`config.mk`:
```
export PLATFORM = sky130hd
export DESIGN_NAME = work_stealing_task_dispatcher_top
export DESIGN_NICKNAME = d
export VERILOG_FILES = /design/src/sv/wsd_pkg.sv /design/src/sv/work_stealing_task_dispatcher_top.sv /design/src/sv/wsd_ram.sv /design/src/sv/wsd_scan.sv
export SDC_FILE = /design/constraint.sdc
export NUM_CORES = 2
export LEC_CHECK = 0
export BUFFER_PORTS_ARGS = -buffer_cell sky130_fd_sc_hd__buf_2
export CAP_MARGIN = 15
export CORE_AREA = 8 8 653 655
export DETAILED_ROUTE_END_ITERATION = 16
export DIE_AREA = 0 0 661 663
export PLACE_DENSITY_LB_ADDON = 0.08
export SYNTH_ARGS = -nofsm -noshare
export SYNTH_HDL_FRONTEND = slang
export SYNTH_MEMORY_MAX_BITS = 65536
export SYNTH_SLANG_ARGS = --single-unit
export TNS_END_PERCENT = 50
```
`constraint.sdc`:
```
create_clock -name i_clk -period 3.55 [get_ports i_clk]
set_input_delay 0.355 -clock i_clk [delete_from_list [all_inputs] [get_ports i_clk]]
set_output_delay 0.355 -clock i_clk [all_outputs]
set_load 0.02 [all_outputs]
```
`src/sv/wsd_pkg.sv`:
```
// Shared types and constants for the work stealing task dispatcher.
// Used by the top module and wsd_scan through scoped names; no dependencies.
package wsd_pkg;

    // Default structural sizes
    localparam int WSD_MAX_WORKERS = 8;
    localparam int WSD_QUEUE_DEPTH = 16;

    // Fixed field widths of the ports
    localparam int TOKEN_W = 32;
    localparam int REQ_W   = 3;
    localparam int WC_W    = 4;
    localparam int QIDX_W  = 3;

    // Worker count after reset
    localparam logic [WC_W-1:0] WC_RESET = 4'd8;

    // Command codes
    localparam logic CMD_SUBMIT = 1'b0;
    localparam logic CMD_FETCH  = 1'b1;

    // Result status codes
    typedef enum logic [1:0] {
        ST_OK        = 2'd0,
        ST_FULL      = 2'd1,
        ST_EMPTY     = 2'd2,
        ST_BADWORKER = 2'd3
    } t_status;

    // Sequencer states
    typedef enum logic [2:0] {
        S_IDLE,
        S_SCAN,
        S_COMMIT,
        S_TOKRD,
        S_DONE
    } t_state;

    // Control from the sequencer to the shared compare unit
    typedef struct packed {
        logic clear;
        logic sample;
        logic fetch;
    } t_scan_ctl;

endpackage

```
`src/sv/work_stealing_task_dispatcher_top.sv`:
```
// Work stealing task dispatcher: one token FIFO per worker, shortest-queue submit, stealing fetch.
// The queues in use are scanned one descriptor read and compare per cycle via the compare unit;
// fetch starts at the requester's queue, stops at the first non-empty one; bad worker skips the scan.
// Throughput: one item at a time; the next item is taken once the result is in the output
// register. Reset (synchronous, active low) empties all queues and sets the worker count to 8.
// Depends on wsd_pkg, wsd_ram and wsd_scan.
module work_stealing_task_dispatcher_top #(
    parameter int MAX_WORKERS = wsd_pkg::WSD_MAX_WORKERS,
    parameter int QUEUE_DEPTH = wsd_pkg::WSD_QUEUE_DEPTH
) (
    input  logic                        i_clk,
    input  logic                        i_rst_n,
    // Configuration
    input  logic                        i_cfg_we,
    input  logic [wsd_pkg::WC_W-1:0]    i_cfg_wdata,
    // Input channel
    input  logic                        i_in_valid,
    output logic                        o_in_stall,
    input  logic                        i_cmd,
    input  logic [wsd_pkg::REQ_W-1:0]   i_requester,
    input  logic [wsd_pkg::TOKEN_W-1:0] i_task_token,
    // Output channel
    output logic                        o_out_valid,
    input  logic                        i_out_stall,
    output logic [1:0]                  o_status,
    output logic [wsd_pkg::QIDX_W-1:0]  o_queue_index,
    output logic [wsd_pkg::TOKEN_W-1:0] o_token_out
);

    localparam int QW = (MAX_WORKERS > 1) ? $clog2(MAX_WORKERS) : 1;
    localparam int NW = $clog2(MAX_WORKERS + 1);
    localparam int PW = $clog2(QUEUE_DEPTH);
    localparam int CW = $clog2(QUEUE_DEPTH + 1);
    localparam int DW = 2 * PW + CW;
    localparam int TD = MAX_WORKERS * QUEUE_DEPTH;
    localparam int AW = $clog2(TD);

    // Token address of slot p in queue q
    function automatic logic [AW-1:0] tok_addr(input logic [QW-1:0] q, input logic [PW-1:0] p);
        logic [16:0] a;
        a = 17'(q) * 17'(QUEUE_DEPTH) + 17'(p);
        return a[AW-1:0];
    endfunction

    // Ring pointer advance
    function automatic logic [PW-1:0] next_slot(input logic [PW-1:0] p);
        logic [PW:0] s;
        s = {1'b0, p} + 1'b1;
        return (s == (PW + 1)'(QUEUE_DEPTH)) ? '0 : s[PW-1:0];
    endfunction

    wsd_pkg::t_state    r_state, n_state;
    logic [wsd_pkg::WC_W-1:0]    r_wc, n_wc;
    logic                        r_cmd, n_cmd;
    logic [wsd_pkg::TOKEN_W-1:0] r_tok, n_tok;
    logic [NW-1:0]               r_n, n_n;
    logic [QW-1:0]               r_q, n_q;
    logic [NW-1:0]               r_issue, n_issue;
    logic [NW-1:0]               r_done, n_done;
    logic                        r_pend, n_pend;
    logic [QW-1:0]               r_pend_q, n_pend_q;
    logic                        r_pend_v, n_pend_v;
    logic [MAX_WORKERS-1:0]      r_qv, n_qv;
    wsd_pkg::t_status            r_res_status, n_res_status;
    logic [QW-1:0]               r_res_q, n_res_q;
    logic [wsd_pkg::TOKEN_W-1:0] r_res_tok, n_res_tok;
    logic                        r_o_valid, n_o_valid;
    wsd_pkg::t_status            r_o_status, n_o_status;
    logic [QW-1:0]               r_o_q, n_o_q;
    logic [wsd_pkg::TOKEN_W-1:0] r_o_tok, n_o_tok;

    logic [7:0]    wc8;
    logic [7:0]    act8;
    logic [7:0]    req8;
    logic [7:0]    q8;
    logic [7:0]    oq8;
    logic          accept;

    wsd_pkg::t_scan_ctl scan_ctl;
    logic          scan_take;
    logic          scan_found;
    logic [QW-1:0] best_q;
    logic [DW-1:0] best_desc;
    logic [DW-1:0] scan_desc;
    logic [CW-1:0] best_cnt;
    logic [PW-1:0] best_tail;
    logic [PW-1:0] best_head;

    logic          desc_we;
    logic [DW-1:0] desc_wdata;
    logic [DW-1:0] desc_rdata;
    logic          tok_we;
    logic [wsd_pkg::TOKEN_W-1:0] tok_rdata;

    // Number of queues in use, clamped to 1..MAX_WORKERS
    always_comb begin
        wc8 = {4'b0, r_wc};
        if (wc8 == 8'd0) begin
            act8 = 8'd1;
        end else if (wc8 > 8'(MAX_WORKERS)) begin
            act8 = 8'(MAX_WORKERS);
        end else begin
            act8 = wc8;
        end
    end

    assign req8   = {5'b0, i_requester};
    assign accept = i_in_valid && (r_state == wsd_pkg::S_IDLE);
    assign q8     = 8'(r_q) + 8'd1;

    // Descriptor fields of the chosen queue: head, tail, count
    assign best_cnt  = best_desc[CW-1:0];
    assign best_tail = best_desc[CW+PW-1:CW];
    assign best_head = best_desc[DW-1:CW+PW];

    // Descriptors of never-written queues read as zero
    assign scan_desc = r_pend_v ? desc_rdata : '0;

    // Sequencer: next state, scan control and RAM writes
    always_comb begin
        n_state      = r_state;
        n_wc         = r_wc;
        n_cmd        = r_cmd;
        n_tok        = r_tok;
        n_n          = r_n;
        n_q          = r_q;
        n_issue      = r_issue;
        n_done       = r_done;
        n_pend       = 1'b0;
        n_pend_q     = r_pend_q;
        n_pend_v     = r_pend_v;
        n_qv         = r_qv;
        n_res_status = r_res_status;
        n_res_q      = r_res_q;
        n_res_tok    = r_res_tok;
        n_o_valid    = r_o_valid;
        n_o_status   = r_o_status;
        n_o_q        = r_o_q;
        n_o_tok      = r_o_tok;
        scan_ctl.clear  = 1'b0;
        scan_ctl.sample = 1'b0;
        scan_ctl.fetch  = (r_cmd == wsd_pkg::CMD_FETCH);
        desc_we      = 1'b0;
        desc_wdata   = best_desc;
        tok_we       = 1'b0;

        if (i_cfg_we) begin
            n_wc = i_cfg_wdata;
        end

        // Output register drains independently of the sequencer
        if (!i_out_stall) begin
            n_o_valid = 1'b0;
        end

        case (r_state)
            wsd_pkg::S_IDLE: begin
                if (accept) begin
                    n_cmd          = i_cmd;
                    n_tok          = i_task_token;
                    n_n            = act8[NW-1:0];
                    n_issue        = '0;
                    n_done         = '0;
                    scan_ctl.clear = 1'b1;
                    n_res_tok      = '0;
                    n_res_q        = '0;
                    if (i_cmd == wsd_pkg::CMD_FETCH) begin
                        n_q = req8[QW-1:0];
                    end else begin
                        n_q = '0;
                    end
                    if ((i_cmd == wsd_pkg::CMD_FETCH) && (req8 >= act8)) begin
                        n_res_status = wsd_pkg::ST_BADWORKER;
                        n_state      = wsd_pkg::S_DONE;
                    end else begin
                        n_state = wsd_pkg::S_SCAN;
                    end
                end
            end

            wsd_pkg::S_SCAN: begin
                // Issue one descriptor read per cycle, wrapping the queue index
                if (r_issue != r_n) begin
                    n_pend   = 1'b1;
                    n_pend_q = r_q;
                    n_pend_v = r_qv[r_q];
                    n_issue  = r_issue + 1'b1;
                    if (q8 == 8'(r_n)) begin
                        n_q = '0;
                    end else begin
                        n_q = q8[QW-1:0];
                    end
                end
                // Compare the descriptor read in the previous cycle
                if (r_pend) begin
                    scan_ctl.sample = 1'b1;
                    n_done          = r_done + 1'b1;
                    if ((n_done == r_n) || (scan_ctl.fetch && scan_take)) begin
                        n_pend  = 1'b0;
                        n_state = wsd_pkg::S_COMMIT;
                    end
                end
            end

            wsd_pkg::S_COMMIT: begin
                n_res_q = best_q;
                if (r_cmd == wsd_pkg::CMD_SUBMIT) begin
                    if (best_cnt == CW'(QUEUE_DEPTH)) begin
                        n_res_status = wsd_pkg::ST_FULL;
                        n_res_q      = '0;
                    end else begin
                        tok_we       = 1'b1;
                        desc_we      = 1'b1;
                        desc_wdata   = {best_head, next_slot(best_tail), best_cnt + 1'b1};
                        n_qv[best_q] = 1'b1;
                        n_res_status = wsd_pkg::ST_OK;
                    end
                    n_state = wsd_pkg::S_DONE;
                end else if (!scan_found) begin
                    n_res_status = wsd_pkg::ST_EMPTY;
                    n_res_q      = '0;
                    n_state      = wsd_pkg::S_DONE;
                end else begin
                    // Token read at the head is issued this cycle
                    desc_we      = 1'b1;
                    desc_wdata   = {next_slot(best_head), best_tail, best_cnt - 1'b1};
                    n_res_status = wsd_pkg::ST_OK;
                    n_state      = wsd_pkg::S_TOKRD;
                end
            end

            wsd_pkg::S_TOKRD: begin
                n_res_tok = tok_rdata;
                n_state   = wsd_pkg::S_DONE;
            end

            wsd_pkg::S_DONE: begin
                if (!r_o_valid || !i_out_stall) begin
                    n_o_valid  = 1'b1;
                    n_o_status = r_res_status;
                    n_o_q      = r_res_q;
                    n_o_tok    = r_res_tok;
                    n_state    = wsd_pkg::S_IDLE;
                end
            end

            default: begin
                n_state = wsd_pkg::S_IDLE;
            end
        endcase
    end

    // State and data registers
    always_ff @(posedge i_clk) begin
        if (!i_rst_n) begin
            r_state   <= wsd_pkg::S_IDLE;
            r_wc      <= wsd_pkg::WC_RESET;
            r_pend    <= 1'b0;
            r_qv      <= '0;
            r_o_valid <= 1'b0;
        end else begin
            r_state   <= n_state;
            r_wc      <= n_wc;
            r_pend    <= n_pend;
            r_qv      <= n_qv;
            r_o_valid <= n_o_valid;
        end
        r_cmd        <= n_cmd;
        r_tok        <= n_tok;
        r_n          <= n_n;
        r_q          <= n_q;
        r_issue      <= n_issue;
        r_done       <= n_done;
        r_pend_q     <= n_pend_q;
        r_pend_v     <= n_pend_v;
        r_res_status <= n_res_status;
        r_res_q      <= n_res_q;
        r_res_tok    <= n_res_tok;
        r_o_status   <= n_o_status;
        r_o_q        <= n_o_q;
        r_o_tok      <= n_o_tok;
    end

    // Per-queue descriptor store: head, tail and count
    wsd_ram #(
        .WIDTH (DW),
        .DEPTH (MAX_WORKERS),
        .AW    (QW)
    ) u_desc_ram (
        .i_clk   (i_clk),
        .i_we    (desc_we),
        .i_waddr (best_q),
        .i_wdata (desc_wdata),
        .i_raddr (r_q),
        .o_rdata (desc_rdata)
    );

    // Token store: QUEUE_DEPTH slots per queue
    wsd_ram #(
        .WIDTH (wsd_pkg::TOKEN_W),
        .DEPTH (TD),
        .AW    (AW)
    ) u_tok_ram (
        .i_clk   (i_clk),
        .i_we    (tok_we),
        .i_waddr (tok_addr(best_q, best_tail)),
        .i_wdata (r_tok),
        .i_raddr (tok_addr(best_q, best_head)),
        .o_rdata (tok_rdata)
    );

    // Shared compare unit
    wsd_scan #(
        .QW (QW),
        .DW (DW),
        .CW (CW)
    ) u_scan (
        .i_clk       (i_clk),
        .i_rst_n     (i_rst_n),
        .i_ctl       (scan_ctl),
        .i_q         (r_pend_q),
        .i_desc      (scan_desc),
        .o_take      (scan_take),
        .o_found     (scan_found),
        .o_best_q    (best_q),
        .o_best_desc (best_desc)
    );

    // Ports
    assign oq8           = 8'(r_o_q);
    assign o_in_stall    = (r_state != wsd_pkg::S_IDLE);
    assign o_out_valid   = r_o_valid;
    assign o_status      = r_o_status;
    assign o_queue_index = oq8[wsd_pkg::QIDX_W-1:0];
    assign o_token_out   = r_o_tok;

endmodule

```
`src/sv/wsd_ram.sv`:
```
// Generic single-port-write, single-port-read RAM with registered read data.
// Holds the queue descriptors and the token store; no package dependency.
module wsd_ram #(
    parameter int WIDTH = 32,
    parameter int DEPTH = 16,
    parameter int AW    = (DEPTH > 1) ? $clog2(DEPTH) : 1
) (
    input  logic             i_clk,
    input  logic             i_we,
    input  logic [AW-1:0]    i_waddr,
    input  logic [WIDTH-1:0] i_wdata,
    input  logic [AW-1:0]    i_raddr,
    output logic [WIDTH-1:0] o_rdata
);

    logic [WIDTH-1:0] r_mem [DEPTH];
    logic [WIDTH-1:0] r_rdata;

    // Write port and registered read port
    always_ff @(posedge i_clk) begin
        if (i_we) begin
            r_mem[i_waddr] <= i_wdata;
        end
        r_rdata <= r_mem[i_raddr];
    end

    assign o_rdata = r_rdata;

endmodule

```
`src/sv/wsd_scan.sv`:
```
// Shared compare unit that walks the queue descriptors one per cycle.
// Tracks the shortest queue on submit and the first non-empty queue on fetch; uses wsd_pkg.
module wsd_scan #(
    parameter int QW = 3,
    parameter int DW = 13,
    parameter int CW = 5
) (
    input  logic                i_clk,
    input  logic                i_rst_n,
    input  wsd_pkg::t_scan_ctl  i_ctl,
    input  logic [QW-1:0]       i_q,
    input  logic [DW-1:0]       i_desc,
    output logic                o_take,
    output logic                o_found,
    output logic [QW-1:0]       o_best_q,
    output logic [DW-1:0]       o_best_desc
);

    logic          r_have;
    logic          n_have;
    logic [QW-1:0] r_best_q;
    logic [QW-1:0] n_best_q;
    logic [DW-1:0] r_best_desc;
    logic [DW-1:0] n_best_desc;
    logic [CW-1:0] cnt;
    logic [CW-1:0] best_cnt;

    assign cnt      = i_desc[CW-1:0];
    assign best_cnt = r_best_desc[CW-1:0];

    // One compare per beat: strictly shorter wins on submit, first non-empty on fetch
    always_comb begin
        if (!r_have) begin
            o_take = i_ctl.fetch ? (cnt != '0) : 1'b1;
        end else begin
            o_take = i_ctl.fetch ? 1'b0 : (cnt < best_cnt);
        end
        n_have      = r_have;
        n_best_q    = r_best_q;
        n_best_desc = r_best_desc;
        if (i_ctl.clear) begin
            n_have = 1'b0;
        end else if (i_ctl.sample && o_take) begin
            n_have      = 1'b1;
            n_best_q    = i_q;
            n_best_desc = i_desc;
        end
    end

    always_ff @(posedge i_clk) begin
        if (!i_rst_n) begin
            r_have <= 1'b0;
        end else begin
            r_have <= n_have;
        end
        r_best_q    <= n_best_q;
        r_best_desc <= n_best_desc;
    end

    assign o_found     = r_have;
    assign o_best_q    = r_best_q;
    assign o_best_desc = r_best_desc;

endmodule
```
Word level (Yosys, flattened, before mapping)
Memory sizes are Yosys's and may differ from the RTL's. A register that Yosys moved wholly into a read port is not among the register bits.
Index checks and enable logic that the tools add are counted.
{ "classes": {"n_reduce_logical": 29, "n_lt_le_gt_ge": 6, "addsub": 9, "eq_ne": 16, "bitwise": 5, "n_mux": 67} }
{ "ops": {"columns": ["op", "n"], "rows": [
  ["32-bit case mux with 2 select lines", 1],
  ["3-bit two-way mux", 15],
  ["13-bit two-way mux", 3],
  ["32-bit two-way mux", 1],
  ["1-bit two-way mux", 26],
  ["4-bit two-way mux", 6],
  ["4-bit case mux with 2 select lines", 2],
  ["5-bit == test (second input constant)", 3],
  ["3-bit case mux with 5 select lines", 1],
  ["7-bit by 4-bit adder with 7-bit output", 2],
  ["2-bit AND reduction", 7],
  ["3-bit case mux with 2 select lines", 2],
  ["3-bit AND reduction", 4],
  ["4-bit by 1-bit adder with 5-bit output (second input constant)", 2],
  ["2-bit != test (second input constant)", 5],
  ["9-bit two-way mux", 1],
  ["4-bit by 1-bit adder with 4-bit output (second input constant)", 2],
  ["4-bit == test", 2],
  ["3-bit by 8-bit greater-or-equal comparator with 1-bit output", 1],
  ["3-bit by 4-bit less-than comparator with 1-bit output (second input constant)", 2],
  ["2-bit two-way mux", 4],
  ["8-bit two-way mux", 1],
  ["8-bit bitwise OR", 1],
  ["3-bit by 2-bit == test with 1-bit output (second input constant)", 2],
  ["other kinds (25)", 36]
]} }
{ "totals": {"out_inout_bits": 39, "reg_bits": 160, "n_memories": 2, "ram_bits": 4200, "elab_cells": 157, "in_bits": 45} }
{ "memory_table": {"columns": ["memory", "words", "word_bits", "rd", "rd_ports_with_merged_regs", "write_ports", "line", "text"], "rows": [
  ["u_tok_ram.r_mem", 128, 32, 1, 1, 1, "wsd_ram.sv:16", "logic [WIDTH-1:0] r_mem [DEPTH];"],
  ["u_desc_ram.r_mem", 8, 13, 1, 1, 1, "wsd_ram.sv:16", null]
]} }

Logic depth before layout (Yosys ltp)
{ "depth": {"ltp_word": 9, "mapped_depth": 12} }

Cells and area by module
From an unflattened synthesis, not the netlist that was laid out.
{ "unflattened": {"hier_cells": 6601, "area_unflattened_um2": 167044.0} }
{ "modules_own_cells": {"columns": ["mod", "area_each_um2", "seq_area_each_um2", "instances", "cells_each"], "rows": [
  ["wsd_ram at u_tok_ram", 156276.1, 123638.6, 1, 5990],
  ["work_stealing_task_dispatcher_top", 5785.5, 4124.0, 1, 395],
  ["wsd_ram at u_desc_ram", 4315.4, 3383.2, 1, 176],
  ["wsd_scan", 666.9, 500.5, 1, 40]
]} }

Worst setup path before layout
No wires, ideal clock.
{ "synth_timing": {"kind": "register to register", "from": "register u_scan.r_best_desc[0], in the netlist u_scan.o_best_desc[0]", "to": "memory u_tok_ram.r_mem[58][0] (enable)", "period_less_slack_ns": 3.488, "path_slack_ns": 0.062, "n_path_buf": 1, "arrival_ns": 3.067, "setup_ns": 0.421, "stages_incl_launch_ff": 8, "path_cell_list": "edfxtp_1 > inv_1 > ha_1 > and3_1 > nor3_2 > nand3_1 > buf_2 > nor2_1"} }
{ "synth_between": {"elab_chain_len": 6} }
{ "synth_lines": {"columns": ["element", "line", "text"], "rows": [
  ["start, declared", "wsd_scan.sv:23", "logic [DW-1:0] r_best_desc;"],
  ["start signal, assigned", "wsd_scan.sv:57", "r_best_desc <= n_best_desc;"],
  ["5-bit == test", "work_stealing_task_dispatcher_top.sv:208", "if (best_cnt == CW'(QUEUE_DEPTH)) begin"],
  ["1-bit two-way mux", "work_stealing_task_dispatcher_top.sv:208", null],
  ["1-bit two-way mux", "work_stealing_task_dispatcher_top.sv:207", "if (r_cmd == wsd_pkg::CMD_SUBMIT) begin"],
  ["1-bit two-way mux", "work_stealing_task_dispatcher_top.sv:156", "case (r_state)"],
  ["1-bit two-way mux", "wsd_ram.sv:21", "if (i_we) begin"],
  ["1-bit two-way mux (not written as such)", "wsd_ram.sv:22", "r_mem[i_waddr] <= i_wdata;"],
  ["end, declared", "wsd_ram.sv:16", null]
]} }
Every way passes these cells.

Final worst setup path
{ "layout_timing": {"from": "register u_scan.r_best_desc[11], in the netlist u_scan.o_best_desc[11]", "to": "register u_tok_ram.r_rdata[10], in the netlist u_tok_ram.o_rdata[10], read port of u_tok_ram.r_mem"} }
{ "layout_between": {"elab_chain_len": 1} }
{ "layout_lines": {"columns": ["element", "line", "text"], "rows": [
  ["7-bit by 4-bit adder with 7-bit output", "work_stealing_task_dispatcher_top.sv:41", "a = 17'(q) * 17'(QUEUE_DEPTH) + 17'(p);"],
  ["end, declared", "wsd_ram.sv:17", "logic [WIDTH-1:0] r_rdata;"]
]} }
Every way passes these cells.
A chain may end at the register's enable or synchronous reset.

==> impl_results.md <==
* Status: finished, violations left
* Violated checks: negative setup slack
* WP buf/inv at 6
* DRC Markers at 0
* Number of flops mapped to enable cells by yosys at approximately 4.3k
* Vias at ~93k
* Cell Pwr Density at 543 mW/mm^2
* Synth top area share at roughly three quarters
* Leak Pwr at approximately 70 nW
* # rows at between 200 and 250
* DR WL/cell at about 37 um
* Final antenna-violating net count at 0
* Layout cells sized above 1 at about a fifth
* Slowest cell on crit path: nand4_1
* Worst Setup End Kind: register
* Root Driver: clkbuf_16
* Clk buf depth at 4
* Layout Utilization at between 40% and 50%
* Die Area at between 0.4 and 0.5 mm^2
* Fin Clk Skew at approximately 83 ps
* Net count, final at 10.1k
* CP startpoint kind: register
* Critical Path Most Common Cell: buf_4
* Yosys reg bits at between 4k and 5k
* Detailed Routing Iterations Pass 1 at 5
* Number of distinct library cells after synthesis at just under 60
* Worst IR Drop VDD at ~0.46 mV
* Synth Instances at 9076
* Worst skew pair latency at approximately 1000 ps
* Antenna violations before repair at between 70 and 80
* Required @ worst endpoint at 4400 ps
* Synthesized Nets at 9135
* Area taken by multi-input logic gates at ~0.036 mm^2
* Hold slack at 80.3 ps
* Most numerous cell in the Yosys netlist: edfxtp_1
* Fill cells at 34.4k
* Critical Path Fanout Max at 31
* Most area-consuming cells after synthesis: edfxtp_1 77%, mux2i_1 11%, a22oi_1 4.0%, mux4_2 1.3%, nand3_1 1.2%
* Hold crit path type: input port to register
* Ys async rst share at 0%
* Most common flop cell mapped by yosys: edfxtp_1
* Vias in the first global route at between 90k and 100k
* Max H-tree Level at 5
* Power consumption at 110 mW
* Synth top cells by count: 4342 x edfxtp_1, 1874 x mux2i_1, 909 x a22oi_1
* Core area at about 0.42 mm^2
* TritonCTS clock tree: done
* Worst-Margin Slew at roughly 1300 ps
* Fmax at ~280 MHz
* Final Hold Vio Count at 0
* Clock transition at path regs at 60 ps
* Cell area after synthesis at between 0.15 and 0.2 mm^2
* Remaining global-route overflow at 0
* Die Width at around 660 um
* Port Buffers at 83
* Final Cycle Share at 101%
* Pre-CTS setup slack at -801 ps
* Ys Warns at 0
* CP peak stage delay at around 530 ps
* P&R area growth vs syn at 19.0%
* Wirelength, routed at just under 600000 um
* Synth Area per Inst at about 19 um^2
* Seq/Total Area, Yosys at between 70 and 80%
* Fin worst setup slack at -48.5 ps
* Via density at between 5 and 6
* Critical path's top delay family: simple AND/OR/NAND/NOR gates
* Period minus WS final at roughly 3600 ps
* Initial Util at just over 40%
* Die height at between 600 and 700 um
* Io pins at 84
* CP arrival at roughly 4500 ps
* WS Path Type: register to register
* GR Util All Layers at 26.1%
* TritonCTS Buffers at roughly 470
* Largest net degree at the start of global routing at approximately 130
* Max_slew headroom at between 10% and 20%
* Starting DRT DRC Count at roughly 12k
* Hpwl dp at ~370000 um
* Routability cong. at around 0.88
* First-pass GRT wire length at around 790000 um
* Setup violations, final at 4
* RSZ-0062 raised after global routing: true
* Crit-path cells: buf_12 -> and2b_4 -> buf_4 -> buf_12 -> buf_16 -> a22oi_1 -> nand3_2 -> nand4_1 -> buf_4 -> nor3_4 -> buf_4 -> nand4_1
* Sequential cell area at between 0.1 and 0.15 mm^2
* Max Cap Violations at 0
* Final Slew Violations at 0
* Largest area contributor in the netlist: edfxtp_1
* Num Clock Sinks at between 4k and 5k
==> report_power, final <==
group	internal [mW]	total, mW	leakage, nW	switching [mW]
combinational	0.906	3.25	21.9	2.34
clock	28.2	48.8	7.44	20.5
sequential	57.5	57.8	39.6	0.231
total	86.7	110	68.9	23.1
==> area by class of cell <==
type,instances,share of cell area [%]
Antenna cell,46,0.0570
Clock buffer,599,6.15
Clock inverter,268,1.38
Inverter,15,0.0279
Multi-Input combinational cell,4130,18.0
Sequential cell,4405,65.2
Tap cell,5497,3.40
Timing Repair Buffer,1064,5.87
==> kinds of logic after synthesis <==
kind of cell	Yosys count	synth area share (%)
simple gates	953	2.84
buf+inv	541	1.87
mux	2033	12.7
flops	4405	77.5
fa+ha+maj	14	0.103
compound gates	1105	4.76
xor+xnor	25	0.129
==> state kept, by name, summed over array words and instances, names as in the netlist, 13 cells and up <==
name	count
u_tok_ram.r_mem	4096
r_res_tok	32
r_tok	32
u_desc_ram.o_rdata	13
o_token_out	32
u_tok_ram.o_rdata	32
u_scan.o_best_desc	13
u_desc_ram.r_mem	104
==> stage by stage <==
stage | area [um^2] | cells | setup TNS [ps]
6_report | 202000 | 16000 | -89.4
5_1_grt | 202000 | 16000 | -75.8
4_1_cts | 202000 | 16000 | -196
3_5_place_dp | 185000 | 15000 | -2530
3_3_place_gp | 185000 | 15000 | -2220
2_1_floorplan | 170000 | 9076 | 0
==> placed cells by master (no fill, tap or decap), drive strengths merged, types with 62 or more instances in the layout <==
cell         instances
edfxtp            4342
mux2                62
nand2               81
buf                989
clkbuf             603
a22oi              909
dlygate4sd3         70
nor2               188
clkinv             208
mux4                97
dfxtp               63
mux2i             1874
nand3              398
nand4              112
==> path summary, 6_finish.rpt <==
kind	startpoint	to	slack (ps)	depth (start not counted)
setup reg to reg	u_scan.o_best_desc[11]	u_tok_ram.o_rdata[10]	-50	12
setup / recovery	u_scan.o_best_desc[11]	u_tok_ram.o_rdata[10]	-50	12
hold reg to reg	r_res_tok[6]	o_token_out[6]	400	0
hold / removal	i_task_token[11]	r_tok[11]	80	2
==> timing repair <==
action / in CTS / in global routing
cloned: 1 / 4
hold endpoints to repair: 63 / 0
hold buffers: 70 / 0
setup buffers: 18 / 13
endpoints found under the setup margin: 10 / 8
resized for setup: 30 / 22
pin swaps: 7 / 12
==> routing by layer <==
| metal | global-route usage [%] | part of all wire (%) |
|---|---|---|
| met1 | 36.6 | 42 |
| met2 | 40.6 | 46 |
| met3 | 5.35 | 8.3 |
| met4 | 8.69 | 3.9 |
| met5 | 0 | 0.027 |
No activity file was read; power rests on OpenSTA's default activity.
